[src/sliding_window_aggregate_filter_top_macros.svh]
// Assertion helpers for the filter's RTL.
`ifndef SLIDING_WINDOW_AGGREGATE_FILTER_TOP_MACROS_SVH
`define SLIDING_WINDOW_AGGREGATE_FILTER_TOP_MACROS_SVH

// Same-cycle implication, checked outside reset.
`define SWAF_ASSERT_IMPL(label, ante, cons, msg) \
  label: assert property (@(posedge clk) disable iff (!rst_n) (ante) |-> (cons)) \
    else $error(msg);

// Next-cycle implication, checked outside reset.
`define SWAF_ASSERT_NEXT(label, ante, cons, msg) \
  label: assert property (@(posedge clk) disable iff (!rst_n) (ante) |=> (cons)) \
    else $error(msg);

`endif

[src/swaf_pkg.sv]
`default_nettype none
package swaf_pkg;

  typedef enum logic [1:0] {
    AGG_MEAN   = 2'd0,
    AGG_MEDIAN = 2'd1,
    AGG_MIN    = 2'd2,
    AGG_MAX    = 2'd3
  } mode_t;

  localparam logic [1:0] CFG_IDX_MODE     = 2'd0;
  localparam logic [1:0] CFG_IDX_WINDOW   = 2'd1;
  localparam logic [1:0] CFG_IDX_CHANNELS = 2'd2;
  localparam logic [1:0] CFG_IDX_NONE     = 2'd3;

  localparam int CFG_IDX_W  = 2;
  localparam int CFG_DATA_W = 7;
  localparam int WIN_CFG_W  = 7;
  localparam int CH_CFG_W   = 4;
  localparam int CH_OUT_W   = 3;

  typedef enum logic [2:0] {
    ST_IDLE,
    ST_CAND,
    ST_SCAN,
    ST_MSUM,
    ST_ABS,
    ST_RND,
    ST_DIV,
    ST_FIN
  } state_t;

  typedef enum logic {
    ALU_ADD,
    ALU_SUB
  } alu_op_t;

  typedef struct packed {
    logic neg;
    logic zero;
  } alu_flags_t;

endpackage
`default_nettype wire

[src/swaf_alu.sv]
`default_nettype none
module swaf_alu #(
  parameter int W = 40
) (
  input  wire logic [W-1:0]        a,
  input  wire logic [W-1:0]        b,
  input  wire swaf_pkg::alu_op_t   op,
  output logic [W-1:0]             sum,
  output swaf_pkg::alu_flags_t     flags
);

  always_comb begin
    case (op)
      swaf_pkg::ALU_SUB: sum = a - b;
      default:           sum = a + b;
    endcase
    flags.neg  = sum[W-1];
    flags.zero = (sum == '0);
  end

endmodule
`default_nettype wire

[config.mk]
export PLATFORM = sky130hd
export DESIGN_NAME = swaf_alu
export DESIGN_NICKNAME = d
export VERILOG_FILES = /design/src/sliding_window_aggregate_filter_top_macros.svh /design/src/swaf_pkg.sv /design/src/swaf_alu.sv
export SDC_FILE = /design/constraint.sdc
export NUM_CORES = 1
export LEC_CHECK = 0
export ABC_CLOCK_PERIOD_IN_PS = 5300
export BUFFER_PORTS_ARGS = -buffer_cell sky130_fd_sc_hd__clkbuf_2
export CAP_MARGIN = 30
export CORE_ASPECT_RATIO = 2
export CORE_MARGIN = 2
export CORE_UTILIZATION = 40
export DETAILED_ROUTE_END_ITERATION = 6
export PLACE_DENSITY = 0.75
export SLEW_MARGIN = 0
export SYNTH_ARGS = -nofsm -noshare
export SYNTH_HDL_FRONTEND = slang
export SYNTH_SLANG_ARGS = --single-unit
[constraint.sdc]
create_clock -name vclk -period 5.3
set_clock_uncertainty 0.05 [all_clocks]
set_input_delay 0.265 -clock vclk [all_inputs]
set_output_delay 0.265 -clock vclk [all_outputs]
set_load 0.05 [all_outputs]
# Word level (Yosys, flattened, before mapping)
# Index checks and enable logic that the tools add are counted.
# word_totals
latch_bits,0
ram_bits,0
romBits,0
n_memories,0
inputBits,81
register_bits,0
# op_classes
n_addsub,2
shifts,0
n_eq_ne,0
div,0
magnitude_cmp,0
reduce_logical,1
muxes,1
mul,0
n_bitwise,0
# op_table
cell,n
40-bit adder,1
40-bit zero test,1
40-bit two-way mux,1
40-bit subtractor,1

# Longest topological paths before layout
# logic_depth
word_depth,3
depth_mapped,21
ltp_nobuf,20

# Worst setup path before layout
# OpenSTA, ideal clock, no wires.
# synth_path
kind,input -> output
startpoint,in b[5]
endpoint,out flags[0] in the netlist's numbering
cell_stages,17
path_slack_ns,0.085
t_arrival_ns,4.900
path_cell_list,or3_1 > or2_2 > nor2_1 > nand3_1 > nor2_1 > a21o_1 > o21ai_0 > xnor2_1 > ha_1 > clkbuf_1 > nand2_1 > o21ai_0 > a31oi_1 > mux2_2 > a311oi_1 > nor4_1 > and4b_1
# synth_rtl
item,line,rtl
"start, declared",swaf_alu.sv:6,"input wire logic [W-1:0] b,"
"end, declared",swaf_alu.sv:9,output swaf_pkg::alu_flags_t flags

==> results.md <==
- Failing checks: design-rule violations
- Clock power share: 0%
- Num sequential: 0
- Die H: around 130 µm
- DP Worst Slack: 0.0456 ns
- # rows: 47
- Worst hold-check path type: in -> out
- Yosys cell types: 58
- Hold slack: 0.999 ns
- Reg power frac: 0%
- Final period util: 95.5%
- Crit path cell chain: clkbuf_2 > or3_1 > or2_2 > nor2_2 > nand2_1 > nor2_2 > a21oi_1 > xnor2_1 > ha_1 > a21oi_2 > o211a_1 > a211oi_1 > a211o_1 > o21a_1 > or3_1 > a2111o_1 > nor4_2 > and4b_1 > clkbuf_4
- Tot GR Track Use: 28.2%
- Top delay family on crit path: simple AND/OR/NAND/NOR gates
- Yosys top cell area share: 14.7%
- Die width: roughly 69 µm
- Status: complete, but fails checks
- Grt total ovfl: 0
- Register area: 0 µm²
- Syn_nets: approximately 650
- Routed Wire Length: 13.7 mm
- Layout area overhead: 25.4%
- Max Cap Viol: 0
- # setup viols final: 0
- Vias after detailed routing: 4587
- PwrDens: 276 nW/µm²
- WL per Instance: 18.4 µm
- Fin Setup TNS: 0 ns
- Worst Path Buf+Inv: 2
- Die ar.: 9280 µm²
- Worst Path Arrival: 4.75 ns
- Max incr delay on CP: approximately 0.44 ns
- Internal Pwr Total: 0.344 mW
- Largest net degree at the start of global routing: 16
- RePlAce Congestion: 1.01
- Initial antenna violation count: 0
- Num ports: 123
- # nets final: 773
- First-pass GRT wire length: roughly 21 mm
- Fraction of layout cells with a size suffix above 1: between 20% and 30%
- ANT cells: 0
- Number of global-route vias before repair: 4613
- Yosys Warn Count: 0
- Slew @ Worst Pin: a little over 0.6 ns
- Fmax: 0.198 GHz
- Crit-path max FO: 5
- Logic gate share of total power: 100.0%
- # clk buffers: 0
- Setup ws final: 0.237 ns
- Switching Share: 70.8%
- Rel. slew slack: 59.3%
- Antenna viol nets, final: 0
- Placed insts: ~750
- Residual DRC: 3
- Maximum vdd drop: 235 µV
- FILL cells: 863
- DR pass1 iterations: 7
- Post-synth top area cell: ha_1
- Worst Setup End Kind: primary output
- Non-filler cells in the finished layout: 747
- Min Tclk post-route: 5.06 ns
- Post-synthesis sequential area ratio: 0%
- Slowest cell on the critical path: a2111o_1
- Lkg Pwr: between 1.5 and 2 nW
- DR vias/cell: between 6 and 7
- Startpoint types: primary input
- Final Hold Fails: 0
- Core area: 8230 µm²
- Post-DP HPWL: roughly 12 mm
- Mapped Cells: about 530
- Number of port buffers: 123
- DRT iter0 DRCs: 214
- Crit Path Category: in -> out
- Mean Syn Cell Area: 6.45 µm²
- Hold_buf cts: 0
- Starting Density: 41.2%
- Cell area after synthesis: 3390 µm²
- Net Sw Power: 0.832 mW
- WP data required: 4.99 ns
- Slew Viols, Final: 0
- Dominant cells by area after synthesis: ha_1, xnor2_1, a21oi_1, nor2_1, o21ai_0
-- Yosys cell counts, types with 5 or more instances --
cell type and count:
a211oi_1 5, a21o_1 15, a21oi_1 70, a31oi_1 6, clkbuf_1 18, ha_1 40
inv_1 18, nand2_1 41, nand2b_1 7, nand3_1 7, nand4_1 10, nor2_1 58
nor2b_1 5, nor3_1 25, nor4_1 11, o21a_1 6, o21ai_0 32, o21ai_1 5
or3_1 12, xnor2_1 56, xor2_1 13
-- layer usage --
metal | global-route usage [%] | vias to the layer above | share of wire (%)
met5 | 0 | - | 0
met4 | 20.2 | 0 | 8.8
met3 | 2.10 | 91 | 3.7
met2 | 60.9 | 223 | 58
met1 | 21.7 | 2078 | 30
li1 | - | 2195 | -
-- final timing paths --
path / start / slack (ns) / depth (start not counted) / endpoint
max: b[3] / 0.24 / 19 / flags[0]
min: b[0] / 1.0 / 4 / sum[0]
-- placed cells by master, fill, tap and decap left out, types with 10 or more instances in the layout --
cell type  count
inv_1         18
or3_1         12
nor4_1        10
nand2_1       41
xnor2_1       56
buf_4         21
nor2_1        55
nor3_1        24
ha_1          39
a21o_1        15
clkbuf_2     122
o21ai_0       32
nand4_1       10
a21oi_1       67
xor2_1        13
-- what timing repair did --
action,in CTS,in global routing
endpoints found under the setup margin,0,1
gates resized for setup,0,13
buffers inserted,0,1
endpoints found under the hold margin,0,0
-- area by class of cell --
| cell class | instances | area [µm²] | area share, % |
|---|---|---|---|
| inverters | 18 | 67.6 | 1.59 |
| multi-input cells | 487 | 3290 | 77.3 |
| well taps | 98 | 123 | 2.88 |
| repair buffers | 144 | 776 | 18.2 |
-- cells by family (layout without fill, tap and decap cells) --
logic type	count (synthesis)	in the layout	synth area share, %
buffers and inverters	39	162	4.46
XOR/XNOR	69	69	17.8
AO/OA/AOI/OAI	176	176	32.5
multiplexers	3	3	0.921
adder cells (fa/ha/maj)	41	41	15.3
AND/OR/NAND/NOR	198	198	29.0
-- stage by stage --
step	area, µm²	util, %	power (mW)
6_report	4260	51.7	1.18
4_1_cts	4200	51.0	1.16
3_5_place_dp	4200	51.0	1.15
3_3_place_gp	4200	51.0	1.15
5_1_grt	4260	51.7	1.25
2_1_floorplan	3390	-	0.852
-- power groups by stage --
| stage | clock network, mW | registers [mW] | logic [mW] |
|---|---|---|---|
| floorplan | 0 | 0 | 0.852 |
| global placement | 0 | 0 | 1.15 |
| detailed placement | 0 | 0 | 1.15 |
| CTS | 0 | 0 | 1.16 |
| global route | 0 | 0 | 1.25 |
| finish | 0 | 0 | 1.18 |
(Power assumes the default switching activity.)
